### config.mk
export PLATFORM = sky130hd
export DESIGN_NAME = fasta_record_splitter_unit_flat
export DESIGN_NICKNAME = d
export VERILOG_FILES = /design/src/design/fsp_pkg.sv /design/src/design/fsp_in_if.sv /design/src/design/fsp_out_if.sv /design/src/design/fsp_front.sv /design/src/design/fsp_queue.sv /design/src/design/fsp_back.sv /design/src/design/fasta_record_splitter_unit.sv /design/src/flat_wrapper.sv
export SDC_FILE = /design/constraint.sdc
export NUM_CORES = 1
export LEC_CHECK = 0
export CORE_ASPECT_RATIO = 1.4
export CORE_MARGIN = 3
export CORE_UTILIZATION = 55
export CTS_BUF_LIST = sky130_fd_sc_hd__clkbuf_8
export DETAILED_ROUTE_END_ITERATION = 12
export DONT_BUFFER_PORTS = 1
export PLACE_DENSITY = 0.7
export SYNTH_ARGS = -nofsm -noshare
export SYNTH_HDL_FRONTEND = slang
export SYNTH_SLANG_ARGS = --single-unit
### constraint.sdc
create_clock -name clk_i -period 4.5 [get_ports clk_i]
set_input_delay 0.225 -clock clk_i [delete_from_list [all_inputs] [get_ports clk_i]]
set_output_delay 0.225 -clock clk_i [all_outputs]
set_load 0.03 [all_outputs]
### src/design/fsp_pkg.sv
// Package for the FASTA record splitter: result kind codes, character codes,
// queue command type and queue sizing. No dependencies.
`timescale 1ns / 1ps

package fsp_pkg;

  // Result kind codes as seen on the output channel.
  localparam logic [2:0] KIND_HBYTE = 3'd0;
  localparam logic [2:0] KIND_HEND  = 3'd1;
  localparam logic [2:0] KIND_SBYTE = 3'd2;
  localparam logic [2:0] KIND_REND  = 3'd3;
  localparam logic [2:0] KIND_ERR   = 3'd4;

  // Character codes.
  localparam logic [7:0] CHAR_GT    = 8'h3E;
  localparam logic [7:0] CHAR_CR    = 8'h0D;
  localparam logic [7:0] CHAR_LF    = 8'h0A;
  localparam logic [7:0] CHAR_SPACE = 8'h20;
  localparam logic [7:0] CHAR_TAB   = 8'h09;
  localparam logic [7:0] CHAR_VT    = 8'h0B;
  localparam logic [7:0] CHAR_FF    = 8'h0C;

  // Depth of the command queue between the front and the back.
  localparam int unsigned QueueDepth = 4;

  // Commands passed from the front to the back.
  typedef enum logic [2:0] {
    OP_HBYTE     = 3'd0,
    OP_HEND      = 3'd1,
    OP_SBYTE     = 3'd2,
    OP_REND      = 3'd3,
    OP_HEND_REND = 3'd4,
    OP_ERR       = 3'd5
  } fsp_op_e;

  typedef struct packed {
    fsp_op_e    op;
    logic [7:0] data;
  } fsp_cmd_t;

  // Whitespace test: space, TAB, LF, VT, FF and CR.
  function automatic logic is_ws(input logic [7:0] c);
    return (c == CHAR_SPACE) || (c == CHAR_TAB) || (c == CHAR_LF) ||
           (c == CHAR_VT) || (c == CHAR_FF) || (c == CHAR_CR);
  endfunction

endpackage

### src/design/fsp_in_if.sv
// Input channel of the FASTA record splitter: one text byte or an end mark.
// Stand-alone interface, no dependencies.
`timescale 1ns / 1ps

interface fsp_in_if;
  logic       valid;
  logic       ready;
  logic [7:0] in_byte;
  logic       end_of_input;

  modport source (output valid, in_byte, end_of_input, input ready);
  modport sink   (input valid, in_byte, end_of_input, output ready);
endinterface

### src/design/fsp_out_if.sv
// Output channel of the FASTA record splitter: one result item per transfer.
// Stand-alone interface, no dependencies.
`timescale 1ns / 1ps

interface fsp_out_if;
  logic        valid;
  logic        ready;
  logic [2:0]  kind;
  logic [7:0]  out_byte;
  logic [31:0] count;
  logic [31:0] record_index;

  modport source (output valid, kind, out_byte, count, record_index, input ready);
  modport sink   (input valid, kind, out_byte, count, record_index, output ready);
endinterface

### src/design/fsp_front.sv
// Front of the FASTA record splitter: accepts bytes, tracks the parse phase
// and pushes commands into the queue. Depends on fsp_pkg.
`timescale 1ns / 1ps

module fsp_front
  import fsp_pkg::*;
(
  input  logic     clk_i,
  input  logic     rst_ni,
  input  logic     in_valid_i,
  input  logic     [7:0] in_byte_i,
  input  logic     end_of_input_i,
  output logic     in_ready_o,
  input  logic     q_full_i,
  output logic     push_valid_o,
  output fsp_cmd_t push_cmd_o
);

  typedef enum logic [5:0] {
    PH_START = 6'b000001,
    PH_AFTGT = 6'b000010,
    PH_HEAD  = 6'b000100,
    PH_GAP   = 6'b001000,
    PH_SEQ   = 6'b010000,
    PH_ERROR = 6'b100000
  } fsp_phase_e;

  fsp_phase_e phase_q, phase_d;
  logic       accept;
  logic       push;
  fsp_op_e    op;

  // An item is taken whenever the queue has room.
  assign in_ready_o = !q_full_i;
  assign accept     = in_valid_i && in_ready_o;

  // Phase transitions and command selection.
  always_comb begin
    phase_d = phase_q;
    push    = 1'b0;
    op      = OP_HBYTE;
    if (accept && phase_q != PH_ERROR) begin
      if (end_of_input_i) begin
        if (phase_q == PH_AFTGT || phase_q == PH_HEAD) begin
          push = 1'b1;
          op   = OP_HEND_REND;
        end else if (phase_q == PH_GAP || phase_q == PH_SEQ) begin
          push = 1'b1;
          op   = OP_REND;
        end
        phase_d = PH_START;
      end else begin
        unique case (phase_q)
          PH_START: begin
            if (!is_ws(in_byte_i)) begin
              if (in_byte_i == CHAR_GT) begin
                phase_d = PH_AFTGT;
              end else begin
                push    = 1'b1;
                op      = OP_ERR;
                phase_d = PH_ERROR;
              end
            end
          end
          PH_AFTGT, PH_HEAD: begin
            if (in_byte_i == CHAR_CR || in_byte_i == CHAR_LF) begin
              push    = 1'b1;
              op      = OP_HEND;
              phase_d = PH_GAP;
            end else if (!(phase_q == PH_AFTGT && is_ws(in_byte_i))) begin
              push    = 1'b1;
              op      = OP_HBYTE;
              phase_d = PH_HEAD;
            end
          end
          PH_GAP, PH_SEQ: begin
            if (in_byte_i == CHAR_GT) begin
              push    = 1'b1;
              op      = OP_REND;
              phase_d = PH_AFTGT;
            end else if (!is_ws(in_byte_i)) begin
              push    = 1'b1;
              op      = OP_SBYTE;
              phase_d = PH_SEQ;
            end
          end
          default: begin
            phase_d = PH_ERROR;
          end
        endcase
      end
    end
  end

  assign push_valid_o    = push;
  assign push_cmd_o.op   = op;
  assign push_cmd_o.data = in_byte_i;

  // Phase register.
  always_ff @(posedge clk_i or negedge rst_ni) begin
    if (!rst_ni) begin
      phase_q <= PH_START;
    end else begin
      phase_q <= phase_d;
    end
  end

endmodule

### src/design/fsp_queue.sv
// Small command queue between the front and the back of the splitter.
// Flip-flop storage, first in first out. Depends on fsp_pkg.
`timescale 1ns / 1ps

module fsp_queue
  import fsp_pkg::*;
(
  input  logic     clk_i,
  input  logic     rst_ni,
  input  logic     push_i,
  input  fsp_cmd_t push_cmd_i,
  output logic     full_o,
  output logic     head_valid_o,
  output fsp_cmd_t head_cmd_o,
  input  logic     pop_i
);

  localparam int unsigned PtrW = $clog2(QueueDepth);

  fsp_cmd_t          mem_q [QueueDepth];
  logic [PtrW-1:0]   wr_ptr_q, rd_ptr_q;
  logic [PtrW:0]     cnt_q;
  logic              do_push, do_pop;

  assign full_o       = (cnt_q == (PtrW+1)'(QueueDepth));
  assign head_valid_o = (cnt_q != '0);
  assign head_cmd_o   = mem_q[rd_ptr_q];
  assign do_push      = push_i && !full_o;
  assign do_pop       = pop_i && head_valid_o;

  // Pointers and fill count.
  always_ff @(posedge clk_i or negedge rst_ni) begin
    if (!rst_ni) begin
      wr_ptr_q <= '0;
      rd_ptr_q <= '0;
      cnt_q    <= '0;
    end else begin
      if (do_push) begin
        wr_ptr_q <= (wr_ptr_q == PtrW'(QueueDepth - 1)) ? '0 : wr_ptr_q + 1'b1;
      end
      if (do_pop) begin
        rd_ptr_q <= (rd_ptr_q == PtrW'(QueueDepth - 1)) ? '0 : rd_ptr_q + 1'b1;
      end
      if (do_push && !do_pop) begin
        cnt_q <= cnt_q + 1'b1;
      end else if (do_pop && !do_push) begin
        cnt_q <= cnt_q - 1'b1;
      end
    end
  end

  // Entry storage.
  always_ff @(posedge clk_i) begin
    if (do_push) begin
      mem_q[wr_ptr_q] <= push_cmd_i;
    end
  end

endmodule

### src/design/fsp_back.sv
// Back of the FASTA record splitter: expands queued commands into result
// items, keeps the lengths and the record counter. Depends on fsp_pkg.
`timescale 1ns / 1ps

module fsp_back
  import fsp_pkg::*;
(
  input  logic        clk_i,
  input  logic        rst_ni,
  input  logic        head_valid_i,
  input  fsp_cmd_t    head_cmd_i,
  output logic        pop_o,
  output logic        out_valid_o,
  input  logic        out_ready_i,
  output logic [2:0]  kind_o,
  output logic [7:0]  out_byte_o,
  output logic [31:0] count_o,
  output logic [31:0] record_index_o
);

  logic        out_valid_q;
  logic [2:0]  kind_q, kind_d;
  logic [7:0]  byte_q, byte_d;
  logic [31:0] count_q, count_d;
  logic [31:0] index_q;
  logic [31:0] hdr_len_q, hdr_len_d;
  logic [31:0] seq_len_q, seq_len_d;
  logic [31:0] rec_cnt_q, rec_cnt_d;
  logic        second_q, second_d;
  logic        load;

  // The output register takes a new result when empty or being drained.
  assign load  = head_valid_i && (!out_valid_q || out_ready_i);

  // Result selection and counter updates.
  always_comb begin
    kind_d    = KIND_HBYTE;
    byte_d    = '0;
    count_d   = '0;
    hdr_len_d = hdr_len_q;
    seq_len_d = seq_len_q;
    rec_cnt_d = rec_cnt_q;
    second_d  = second_q;
    pop_o     = 1'b0;
    if (load) begin
      pop_o    = 1'b1;
      second_d = 1'b0;
      unique case (head_cmd_i.op)
        OP_HBYTE: begin
          kind_d    = KIND_HBYTE;
          byte_d    = head_cmd_i.data;
          hdr_len_d = (hdr_len_q == '1) ? hdr_len_q : hdr_len_q + 1'b1;
        end
        OP_HEND: begin
          kind_d  = KIND_HEND;
          count_d = hdr_len_q;
        end
        OP_SBYTE: begin
          kind_d    = KIND_SBYTE;
          byte_d    = head_cmd_i.data;
          seq_len_d = (seq_len_q == '1) ? seq_len_q : seq_len_q + 1'b1;
        end
        OP_HEND_REND: begin
          if (!second_q) begin
            // First half: header end, the entry stays for the record end.
            kind_d   = KIND_HEND;
            count_d  = hdr_len_q;
            pop_o    = 1'b0;
            second_d = 1'b1;
          end else begin
            kind_d    = KIND_REND;
            count_d   = seq_len_q;
            rec_cnt_d = rec_cnt_q + 1'b1;
            hdr_len_d = '0;
            seq_len_d = '0;
          end
        end
        OP_REND: begin
          kind_d    = KIND_REND;
          count_d   = seq_len_q;
          rec_cnt_d = rec_cnt_q + 1'b1;
          hdr_len_d = '0;
          seq_len_d = '0;
        end
        OP_ERR: begin
          kind_d = KIND_ERR;
        end
        default: begin
          kind_d = KIND_ERR;
        end
      endcase
    end
  end

  // Control and counter registers.
  always_ff @(posedge clk_i or negedge rst_ni) begin
    if (!rst_ni) begin
      out_valid_q <= 1'b0;
      second_q    <= 1'b0;
      hdr_len_q   <= '0;
      seq_len_q   <= '0;
      rec_cnt_q   <= '0;
    end else begin
      if (load) begin
        out_valid_q <= 1'b1;
      end else if (out_ready_i) begin
        out_valid_q <= 1'b0;
      end
      second_q  <= second_d;
      hdr_len_q <= hdr_len_d;
      seq_len_q <= seq_len_d;
      rec_cnt_q <= rec_cnt_d;
    end
  end

  // Output payload register.
  always_ff @(posedge clk_i) begin
    if (load) begin
      kind_q  <= kind_d;
      byte_q  <= byte_d;
      count_q <= count_d;
      index_q <= rec_cnt_q;
    end
  end

  assign out_valid_o    = out_valid_q;
  assign kind_o         = kind_q;
  assign out_byte_o     = byte_q;
  assign count_o        = count_q;
  assign record_index_o = index_q;

endmodule

### src/design/fasta_record_splitter_unit.sv
// Top level of the FASTA record splitter: front, command queue and back.
// Depends on fsp_pkg, fsp_in_if, fsp_out_if, fsp_front, fsp_queue, fsp_back.
//
// Usage:
//   in_i carries one text byte per transfer, or an end-of-input mark that
//   closes the stream. out_o carries result items: header bytes, header end,
//   sequence bytes, record end (with saturating lengths and the record
//   index) and a single format error if the stream does not open with '>'.
//   A result is written into the command queue when its byte is taken and
//   then passes to the output register when the back loads it.
//   Throughput: one input byte per cycle while the queue has room; an end
//   mark inside a header yields two results, both from one queue entry.
//   The front classifies bytes and writes commands into a four-entry queue;
//   the back expands them into results through one output register. When
//   the receiver stalls the queue fills and in_i.ready falls once it is
//   full. After a format error every later byte is taken and dropped until
//   reset. Reset clears the phase, lengths, record counter and queue; no
//   clearing pass is needed.
`timescale 1ns / 1ps

module fasta_record_splitter_unit
  import fsp_pkg::*;
(
  input  logic      clk_i,
  input  logic      rst_ni,
  fsp_in_if.sink    in_i,
  fsp_out_if.source out_o
);

  logic     q_full;
  logic     push_valid;
  fsp_cmd_t push_cmd;
  logic     head_valid;
  fsp_cmd_t head_cmd;
  logic     pop;

  // Byte classification and phase tracking.
  fsp_front u_front (
    .clk_i          (clk_i),
    .rst_ni         (rst_ni),
    .in_valid_i     (in_i.valid),
    .in_byte_i      (in_i.in_byte),
    .end_of_input_i (in_i.end_of_input),
    .in_ready_o     (in_i.ready),
    .q_full_i       (q_full),
    .push_valid_o   (push_valid),
    .push_cmd_o     (push_cmd)
  );

  // Command queue.
  fsp_queue u_queue (
    .clk_i        (clk_i),
    .rst_ni       (rst_ni),
    .push_i       (push_valid),
    .push_cmd_i   (push_cmd),
    .full_o       (q_full),
    .head_valid_o (head_valid),
    .head_cmd_o   (head_cmd),
    .pop_i        (pop)
  );

  // Result generation.
  fsp_back u_back (
    .clk_i          (clk_i),
    .rst_ni         (rst_ni),
    .head_valid_i   (head_valid),
    .head_cmd_i     (head_cmd),
    .pop_o          (pop),
    .out_valid_o    (out_o.valid),
    .out_ready_i    (out_o.ready),
    .kind_o         (out_o.kind),
    .out_byte_o     (out_o.out_byte),
    .count_o        (out_o.count),
    .record_index_o (out_o.record_index)
  );

  // Only byte results carry a byte.
  assert property (@(posedge clk_i) disable iff (!rst_ni)
    (out_o.valid && out_o.kind != KIND_HBYTE && out_o.kind != KIND_SBYTE)
      |-> (out_o.out_byte == 8'h00))
    else $error("non-byte result carries a byte");

  // Byte and error results carry no length.
  assert property (@(posedge clk_i) disable iff (!rst_ni)
    (out_o.valid && (out_o.kind == KIND_HBYTE || out_o.kind == KIND_SBYTE ||
                     out_o.kind == KIND_ERR))
      |-> (out_o.count == 32'd0))
    else $error("byte or error result carries a length");

  // The format error is the last result until reset.
  assert property (@(posedge clk_i) disable iff (!rst_ni)
    (out_o.valid && out_o.ready && out_o.kind == KIND_ERR) |=> !out_o.valid)
    else $error("result after format error");

endmodule

### src/flat_wrapper.sv
// flat-port wrapper written by rule: the top's interface ports become plain ports
module fasta_record_splitter_unit_flat import fsp_pkg::*;
  (clk_i, rst_ni, in_i_valid, in_i_in_byte, in_i_end_of_input, in_i_ready, out_o_valid, out_o_kind, out_o_out_byte, out_o_count, out_o_record_index, out_o_ready);
  fsp_in_if in_i_i ();
  fsp_out_if out_o_i ();
  input  logic clk_i;
  input  logic rst_ni;
  input wire logic [$bits(in_i_i.valid)-1:0] in_i_valid;
  input wire logic [$bits(in_i_i.in_byte)-1:0] in_i_in_byte;
  input wire logic [$bits(in_i_i.end_of_input)-1:0] in_i_end_of_input;
  output wire logic [$bits(in_i_i.ready)-1:0] in_i_ready;
  output wire logic [$bits(out_o_i.valid)-1:0] out_o_valid;
  output wire logic [$bits(out_o_i.kind)-1:0] out_o_kind;
  output wire logic [$bits(out_o_i.out_byte)-1:0] out_o_out_byte;
  output wire logic [$bits(out_o_i.count)-1:0] out_o_count;
  output wire logic [$bits(out_o_i.record_index)-1:0] out_o_record_index;
  input wire logic [$bits(out_o_i.ready)-1:0] out_o_ready;
  assign in_i_i.valid = in_i_valid;
  assign in_i_i.in_byte = in_i_in_byte;
  assign in_i_i.end_of_input = in_i_end_of_input;
  assign in_i_ready = in_i_i.ready;
  assign out_o_valid = out_o_i.valid;
  assign out_o_kind = out_o_i.kind;
  assign out_o_out_byte = out_o_i.out_byte;
  assign out_o_count = out_o_i.count;
  assign out_o_record_index = out_o_i.record_index;
  assign out_o_i.ready = out_o_ready;
  fasta_record_splitter_unit u_core (.clk_i(clk_i), .rst_ni(rst_ni), .in_i(in_i_i), .out_o(out_o_i));
endmodule
Word level (Yosys, flattened, before mapping)

Memory sizes are Yosys's and may differ from the RTL's.
Index checks and enable logic that the tools add are counted.

Bits in writable memories: 44
Memories: 1
Word-level logic and storage cells: 137
Output and inout bits: 77
Input bits: 13
Flip-flop bits (word level): 186

Memory list:

| name                 | depth | bits a word | read ports | clocked after memory_dff | write ports | RTL line        | RTL |
|---|---|---|---|---|---|---|---|
| u_core.u_queue.mem_q | 4     | 11          | 1          | 0                        | 1           | fsp_queue.sv:20 | `fsp_cmd_t mem_q [QueueDepth];` |

Equal/unequal tests: 28
Mux-type cells: 53
Reductions and logical operators: 35
Add/subtract/negate cells: 7

Operators with widths:

| cell                                                            | count |
|---|---|
| 32-bit case mux with 3 select lines                             | 3 |
| 32-bit two-way mux                                              | 5 |
| 32-bit by 1-bit adder with 32-bit output, second input constant | 3 |
| 32-bit == test, second input constant                           | 2 |
| 32-bit case mux with 2 select lines                             | 1 |
| 6-bit two-way mux                                               | 7 |
| 8-bit by 4-bit == test with 1-bit output, second input constant | 5 |
| 3-bit two-way mux                                               | 7 |
| 1-bit two-way mux                                               | 20 |
| 6-bit case mux with 3 select lines                              | 1 |
| 8-bit by 6-bit == test with 1-bit output, second input constant | 2 |
| 3-bit case mux with 5 select lines                              | 1 |
| 2-bit two-way mux                                               | 6 |
| 4-bit AND reduction                                             | 3 |
| 1-bit logical OR                                                | 9 |
| 3-bit case mux with 3 select lines                              | 1 |
| 3-bit nonzero test                                              | 3 |
| 1-bit logical AND                                               | 8 |
| 4-bit != test, second input constant                            | 2 |
| 3-bit by 2-bit == test with 1-bit output, second input constant | 2 |
| 3-bit == test, second input constant                            | 2 |
| 6-bit by 1-bit == test with 1-bit output, second input constant | 1 |
| 6-bit by 2-bit == test with 1-bit output, second input constant | 1 |
| 6-bit by 3-bit == test with 1-bit output, second input constant | 1 |
| 16 further kinds                                                | 27 |

Longest topological paths before layout

Gate-level depths: netlist (run 1).

Word-level depth: 17
Mapped depth: 12
Gate-level depth less buffers: 11

Modules after synthesis

Synthesis (run 1) repeated with hierarchy kept, for this count alone.

Cells, all modules: 902
Area total of the unflattened synthesis: 10915.5 sq um

Modules (own cells, without submodules):

| module    | area each (sq um) | instances | cells each | sequential area each (sq um) |
|---|---|---|---|---|
| fsp_back  | 8169.1            | 1         | 723        | 4704.5 |
| fsp_queue | 2077.0            | 1         | 94         | 1496.4 |
| fsp_front | 669.4             | 1         | 85         | 151.4 |

Worst setup path before layout (run 1)

OpenSTA, ideal clock, no wires.

Path type: reg2reg
Start: reg u_core.u_back.out_valid_q (netlist: u_core.u_back.out_valid_o)
End: reg u_core.u_back.seq_len_q[22]
Arrival: 3503 ps
Path buffers: 1
Path slack: 877 ps
Setup time: 120 ps
Cell stages (with the launch flop): 9
Data required time: 4380 ps
Clock period less this slack: 3623 ps
Path through: dfrtp_1 nand2b_1 nand2b_1 inv_1 o21ai_1 clkbuf_1 nor3b_1 a21oi_1 a31o_2

Cells in the longest elaborated chain, start to end: 4

Ends and longest elaborated chain:

| item                          | RTL line        | RTL |
|---|---|---|
| from (decl)                   | fsp_back.sv:21  | `logic out_valid_q;` |
| from (signal assigned)        | fsp_back.sv:98  | `out_valid_q <= 1'b0;` |
| from (signal assigned)        | fsp_back.sv:105 | `out_valid_q <= 1'b1;` |
| from (signal assigned)        | fsp_back.sv:107 | `out_valid_q <= 1'b0;` |
| 1-bit logical NOT             | fsp_back.sv:33  | `assign load = head_valid_i && (!out_valid_q \|\| out_ready_i);` |
| 1-bit logical OR              | fsp_back.sv:33  |  |
| 1-bit logical AND             | fsp_back.sv:33  |  |
| via u_core.u_back.load        | fsp_back.sv:30  | `logic load;` |
| 4-bit AND reduction (no line) | n/a             |  |
| to (signal assigned)          | fsp_back.sv:111 | `seq_len_q <= seq_len_d;` |
| to (decl)                     | fsp_back.sv:27  | `logic [31:0] seq_len_q, seq_len_d;` |

The timed path passes the listed nets, and every way through them passes these cells.
A chain may end at the register's enable or synchronous reset.

Worst setup path after layout (run 1)

Start: reg u_core.u_queue.rd_ptr_q[0]
End: reg u_core.u_back.rec_cnt_q[19]

Cells in the longest elaborated chain, start to end: 4
Elaborated cells on any way between the ends: 7
Those cells by class: 3 x eq/ne; 1 x mux; 2 x reduce/logical; 1 x memory

Ends and longest elaborated chain:

| item                                                                      | RTL line        | RTL |
|---|---|---|
| from (decl)                                                               | fsp_queue.sv:21 | `logic [PtrW-1:0] wr_ptr_q, rd_ptr_q;` |
| from (signal assigned)                                                    | fsp_queue.sv:42 | `rd_ptr_q <= (rd_ptr_q == PtrW'(QueueDepth - 1)) ? '0 : rd_ptr_q + 1'b1;` |
| memory read 4 x 11 bit *                                                  | n/a             |  |
| 3-bit == test or 3-bit by 2-bit == test with 1-bit output (tied branches) | fsp_back.sv:48  | `unique case (head_cmd_i.op)` |
| 2-bit != test (no line) or 2-bit nonzero test (tied branches)             | n/a             |  |
| 3-bit AND reduction (no line)                                             | n/a             |  |
| to (signal assigned)                                                      | fsp_back.sv:112 | `rec_cnt_q <= rec_cnt_d;` |
| to (decl)                                                                 | fsp_back.sv:28  | `logic [31:0] rec_cnt_q, rec_cnt_d;` |

Mark *: on every way between the ends. The rest lies on a longest branch, timed or not.

==> flow_summary.toml, run 1 <==
[finish]
fin_nets = 906
drive_gt1_share_pct = 11.4
final_cell_count_no_fill = 1153
areaGrowthSynthToFinish_pct = 9.40
diodes = 0

[detailed_routing]
wl_per_cell_microns = 20.4
vias = 7227
drt_wl_total_microns = 23600
via_per_inst = 6.27
drtIter0Drc = 703
drc = 0
ant_nets = 0
drtPass1Iterations = 5

[timing]
timing.fmax_ghz = 0.293
finalHoldViolCount = 0
tightest_slew_ns = 0.963
fin_worst_skew_ns = 0.0156
finalCriticalPeriod_ns = 3.42
finalSetupTns_ns = 0
hold-worst-slack_ns = 0.0436
finalSetupViolCount = 0
setup_slack_ns = 1.08
period_share_pct = 75.9
rsz0062_at_grt = "false"
drv_slew = 0
maxSlewHeadroom_pct = 35.4

[critical_path]
path_cells = "buf_4 -> mux4_2 -> nor2_1 -> nand4_1 -> nand2_2 -> nor4_1 -> xor2_1"
crit_path_start_kind = "flip-flop"
cp_slowest_cell = "nand2_2"
critical-path-top-delay-family = "simple AND/OR/NAND/NOR gates"
cp.required_ns = 4.86
end_kind = "flip-flop"
critPathMaxStageDelay_ns = 0.73
cp_max_fo = 33
worst-setup-path-type = "flip-flop to flip-flop"
cp.buffers_inverters = 1
worstPathArrival_ns = 3.78

[synthesis]
syn-num-nets = 889
synth_most_common_cell = "edfxtp_1"
syn_avg_cell_area_sq_um = 12.1
ys_ff_latch = 230
netlist_top_cells_count = "edfxtp_1 (119), dfrtp_1 (110), nor2_1 (58)"
synth_area_sq_um = 10500
synthTopCellsByArea = "edfxtp_1 (34%), dfrtp_1 (26%), a22o_1 (2.8%)"
synth_seq_area_share_pct = 60.5
synth_top_area_share_pct = 34.1
yosysUniqueCellTypes = 58
synth_top_cell_by_area = "edfxtp_1"
yosysWarnings = 0
synthArstFlopShare_pct = 48.3
synth_ff_type = "edfxtp_1"
syn-instance-count = 866
synth_edf_count = 119

[die]
row_count = 59
die_area_sq_um = 20800
die_x_microns = 123
core_area_sq_um = 18700
initial_core_util_pct = 56.2
die_h_microns = 169
io_pins = 90

[clock_tree]
cts-buffers-inserted = 35
cts_buffer_depth = 3
clockRootBuffer = "clkbuf_8"
clock_latency_ns = 0.51
cts_setup_buffers = 0
clock_sinks = 230
cts_hold_buf = 12
htreeDepth = 2
cts_resized = 0
cts_tree = "done"
path_clk_slew_ns = 0.06

[pwr]
peakVddDrop_mv = 0.331
leakagePower_uw = 0.00442
power.density_nw_per_um2 = 527

[global_route]
gr-total-overflow = 0
grt_pass1_wl_microns = 37400
grt_pass1_vias = 7195
grt_usage_pct = 22.8
grt_max_degree = 112
antenna_found_initial = 0

[place]
hpwlAfterDp_microns = 16000
portBuffers = 0
placedCellCount = 1078
pre_cts_ws_ns = 1.18
place_congestion = 0.874

[hold_path]
min_path_type = "input port to flip-flop"

[flow_run]
max-cap-violations = 0

[outcome]
status = "finished, final reports clean"
-- metrics by stage --
stage	power, uW	instance area (sq um)	utilization, %
detailed placement	4520	10700	57.4
CTS	6100	11500	61.5
global placement	4450	10700	57.4
finish	6040	11500	61.5
global route	6350	11500	61.5
floorplan	4130	10500	-
-- state kept, by name, summed over array words and instances, names as in the netlist --
signal / cells
u_core.u_queue.mem_q: 44
u_core.u_back.count_o: 32
u_core.u_back.hdr_len_q: 32
u_core.u_back.rec_cnt_q: 32
u_core.u_back.record_index_o: 32
u_core.u_back.seq_len_q: 32
u_core.u_back.out_byte_o: 8
u_core.u_front.phase_q: 6
u_core.u_back.kind_o: 3
u_core.u_queue.cnt_q: 3
u_core.u_queue.rd_ptr_q: 2
u_core.u_queue.wr_ptr_q: 2
u_core.u_back.out_valid_o: 1
u_core.u_back.second_q: 1
-- cell families (layout without fill, tap and decap cells) --
| family | Yosys count | after routing | synth area share (%) |
|---|---|---|---|
| AOI/OAI and AO/OA | 141 | 141 | 9.33 |
| muxes | 23 | 23 | 3.61 |
| adders and majority gates | 10 | 10 | 1.26 |
| buffers and inverters | 55 | 98 | 2.11 |
| xor gates and xnor gates | 58 | 58 | 4.84 |
| DFF | 230 | 230 | 60.5 |
| and+or+nand+nor | 349 | 349 | 18.3 |
-- worst paths after layout --
check / startpoint / endpoint / slack (ns) / cells after the start
max in group asynchronous: rst_ni / u_core.u_back.rec_cnt_q[18] / 3.67 / 2
max reg2reg: u_core.u_queue.rd_ptr_q[0] / u_core.u_back.rec_cnt_q[19] / 1.08 / 7
min: in_i_valid / u_core.u_front.phase_q[0] / 0.04 / 2
max: u_core.u_queue.rd_ptr_q[0] / u_core.u_back.rec_cnt_q[19] / 1.08 / 7
min reg2reg: u_core.u_front.phase_q[0] / u_core.u_front.phase_q[0] / 0.50 / 1
min in group asynchronous: rst_ni / u_core.u_back.seq_len_q[24] / 0.38 / 2
-- final cells by class --
cell class / count / area, sq um
fill: 1454 / 7200
sequential: 230 / 6350
multi-input combinational: 581 / 3930
clock buffer: 37 / 509
tap: 244 / 305
timing repair buffer: 23 / 220
clock inverter: 26 / 115
inverter: 12 / 45.0
-- layer usage --
| metal | track usage [%] | part of all wire, % | vias to the layer above |
|---|---|---|---|
| met1 | 28.5 | 40 | 3620 |
| met2 | 39.9 | 52 | 256 |
| met3 | 3.37 | 4.6 | 53 |
| met4 | 8.33 | 3.1 | 0 |
| met5 | 0 | 0 | - |
| li1 | - | - | 3298 |
-- power by group --
group | internal, uW | switching, uW
registers | 2610 | 589
clock network | 768 | 768
logic | 433 | 876
-- layout by cell type, fill, tap and decap left out, drive strengths merged, types with 9 or more instances in the layout --
cell type    Yosys  routed
a21oi           26      26
a22o            33      33
and2            13      13
and3            17      17
buf             16      12
clkbuf          27      37
clkinv           0      12
dfrtp          110     110
dlygate4sd3      0      11
edfxtp         119     119
ha               9       9
inv             12      25
mux2             9       9
mux4            11      11
nand2           53      53
nand2b           9       9
nand3           53      53
nand4           33      33
nor2            58      58
nor2b           14      14
nor3            28      28
nor4            18      18
o211ai           9       9
o21ai           35      35
o31ai           13      13
or4             14      14
xnor2           29      29
xor2            29      29
-- worst reg2reg max path: cells and delay by family, from the launching register on --
kind,cells,cell delay [ns]
xor gates and xnor gates,1,0.18
buffers and inverters,1,0.26
DFF,1,0.33
muxes,1,0.68
and+or+nand+nor,4,1.83
(Power assumes the default switching activity.)
==> run 2: changes to the inputs <==
--- a/config.mk
+++ b/config.mk
@@ -11,7 +11,7 @@
 export CTS_BUF_LIST = sky130_fd_sc_hd__clkbuf_8
 export DETAILED_ROUTE_END_ITERATION = 12
 export DONT_BUFFER_PORTS = 1
-export PLACE_DENSITY = 0.7
+export PLACE_DENSITY = 0.73
 export SYNTH_ARGS = -nofsm -noshare
 export SYNTH_HDL_FRONTEND = slang
 export SYNTH_SLANG_ARGS = --single-unit
==> constraint.sdc (replaced) <==
create_clock -name clk_i -period 2.75 [get_ports clk_i]
set_input_delay 0.1375 -clock clk_i [delete_from_list [all_inputs] [get_ports clk_i]]
set_output_delay 0.1375 -clock clk_i [all_outputs]
set_load 0.03 [all_outputs]
==> flow_summary.toml, run 2 (synthesis gave the netlist of run 1 again) <==
[clock_tree]
path_clk_slew_ns = 0.06
cts-buffers-inserted = 35
cts_tree = "done"
htreeDepth = 2
clock_sinks = 230
clock_latency_ns = 0.52
clockRootBuffer = "clkbuf_8"
cts_buffer_depth = 3

[detailed_routing]
drtIter0Drc = 623
via_per_inst = 6.16
drc = 0
wl_per_cell_microns = 19.8
ant_nets = 0
drt_wl_total_microns = 23700
vias = 7386
maxUsedRoutingLayer = "met4"
drtPass1Iterations = 5
wirelength_met1_microns = 9010
routed-wl-met3_microns = 1260
met2_wirelength_microns = 12700

[global_route]
grt_pass1_wl_microns = 38100
grt_usage_pct = 23.1
antenna_found_initial = 0
grt_pass1_vias = 7498
grt_max_degree = 112
gr-total-overflow = 0

[critical_path]
worstPathArrival_ns = 3.12
reg2reg_slack_ns = 0.05
rr_endpoint = "u_core.u_queue.cnt_q[2]"
reg2reg_from = "u_core.u_front.phase_q[0]"
rr_worst_depth = 11
crit_path_start_kind = "flip-flop"
cp_max_fo = 5
cp.required_ns = 3.17
worst-setup-path-type = "flip-flop to flip-flop"
end_kind = "flip-flop"

[timing]
finalHoldViolCount = 0
rsz0062_at_grt = "true"
tightest_slew_ns = 0.613
timing.fmax_ghz = 0.370
setup_slack_ns = 0.0490
finalSetupViolCount = 0
finalCriticalPeriod_ns = 2.70
fin_worst_skew_ns = 0.0326
maxSlewHeadroom_pct = 59.2
drv_slew = 0
period_share_pct = 98.2

[hold_path]
min-delay-start = "in_i_end_of_input"
min_path_type = "input port to flip-flop"
hold_depth = 3
worstHoldEndpoint = "u_core.u_queue.mem_q[1][8]"

[die]
initial_core_util_pct = 56.2
die_area_sq_um = 20800
die_x_microns = 123
row_count = 59
die_h_microns = 169
core_area_sq_um = 18700
io_pins = 90

[finish]
layout_commonest_cell = "edfxtp_1"
areaGrowthSynthToFinish_pct = 14.1
final_cell_mix = "edfxtp_1 (119), dfrtp_1 (108), nor2_1 (58), nand3_1 (53), buf_4 (52)"
fill_cells = 1412
fin_nets = 951
regArea_sq_um = 6350
multi_input_area_sq_um = 3980
diodes = 0
largest_reg_flops = 44
final_area_sq_um = 12000
regMostFlops = "u_core.u_queue.mem_q"
drive_gt1_share_pct = 16.6

[pwr]
peakVddDrop_mv = 0.586
power.density_nw_per_um2 = 876
leakagePower_uw = 0.00469

[place]
placed_cell_area_sq_um = 11100
hpwlAfterDp_microns = 16200
portBuffers = 0
place_congestion = 0.867
pre_cts_ws_ns = 0.0327

[flow_run]
max-cap-violations = 0

[outcome]
status = "finished, final reports clean"
## run 2: cell type report
cell class                      instances  area share (%)
Clock buffer                           39            4.48
Clock inverter                         25            1.32
Inverter                               12           0.408
Multi-Input combinational cell        581            33.2
Sequential cell                       230            53.1
Tap cell                              244            2.55
Timing Repair Buffer                   68            4.92
## run 2: repair_timing
item                                    CTS  global route
hold buffers                             13             0
endpoints found under the hold margin   158             0
endpoints found under the setup margin    0            28
buffers inserted                          0             6
gates resized for setup                   0             7
## run 2: worst max path at each step
stage          cells after the start                       from                           to  slack, ns
2_1_floorplan                      9  u_core.u_back.out_valid_o  u_core.u_back.seq_len_q[19]      0.009
3_3_place_gp                      11  u_core.u_front.phase_q[5]      u_core.u_queue.cnt_q[2]       0.12
3_5_place_dp                      11  u_core.u_front.phase_q[2]      u_core.u_queue.cnt_q[2]       0.03
4_1_cts                           11  u_core.u_front.phase_q[2]      u_core.u_queue.cnt_q[2]       0.01
5_1_grt                           11  u_core.u_front.phase_q[0]      u_core.u_queue.cnt_q[2]      -0.04
6_report                          11  u_core.u_front.phase_q[0]      u_core.u_queue.cnt_q[2]       0.05
## run 2: report_power, final
group          leakage [uW]  internal [uW]  total [uW]  switching [uW]
sequential          0.00267           4270        5230             959
combinational       0.00161            963        2480            1520
clock              0.000407           1500        2770            1280
total               0.00469           6730       10500            3760
## run 2: per-layer routing
metal	up-vias	GRT usage, %
met1	3670	27.9
met3	57	3.93
met4	0	9.21
met5	-	0
met2	266	40.9
li1	3393	-
## run 2: stage by stage
stage | total power [uW] | setup TNS, ns | std cells | utilization [%] | hold slack (ns)
4_1_cts | 10500 | 0 | 1193 | 63.7 | 0.101
5_1_grt | 11000 | -0.0728 | 1199 | 64.1 | 0.124
2_1_floorplan | 6810 | 0 | 866 | - | -0.158
3_3_place_gp | 7570 | 0 | 1116 | 59.2 | -0.153
3_5_place_dp | 7670 | 0 | 1116 | 59.2 | -0.156
6_report | 10500 | 0 | 1199 | 64.1 | 0.119
## run 2: critical path: stages, from the launching register on
cell     delay [ns]
dfstp_2        0.38
or2_4          0.26
or4_4          0.55
a21oi_2        0.11
nor3_1         0.06
nor3_2         0.23
ha_2           0.21
inv_1          0.05
fa_2           0.33
xor2_1         0.14
nor2_1         0.12
xor2_1         0.17
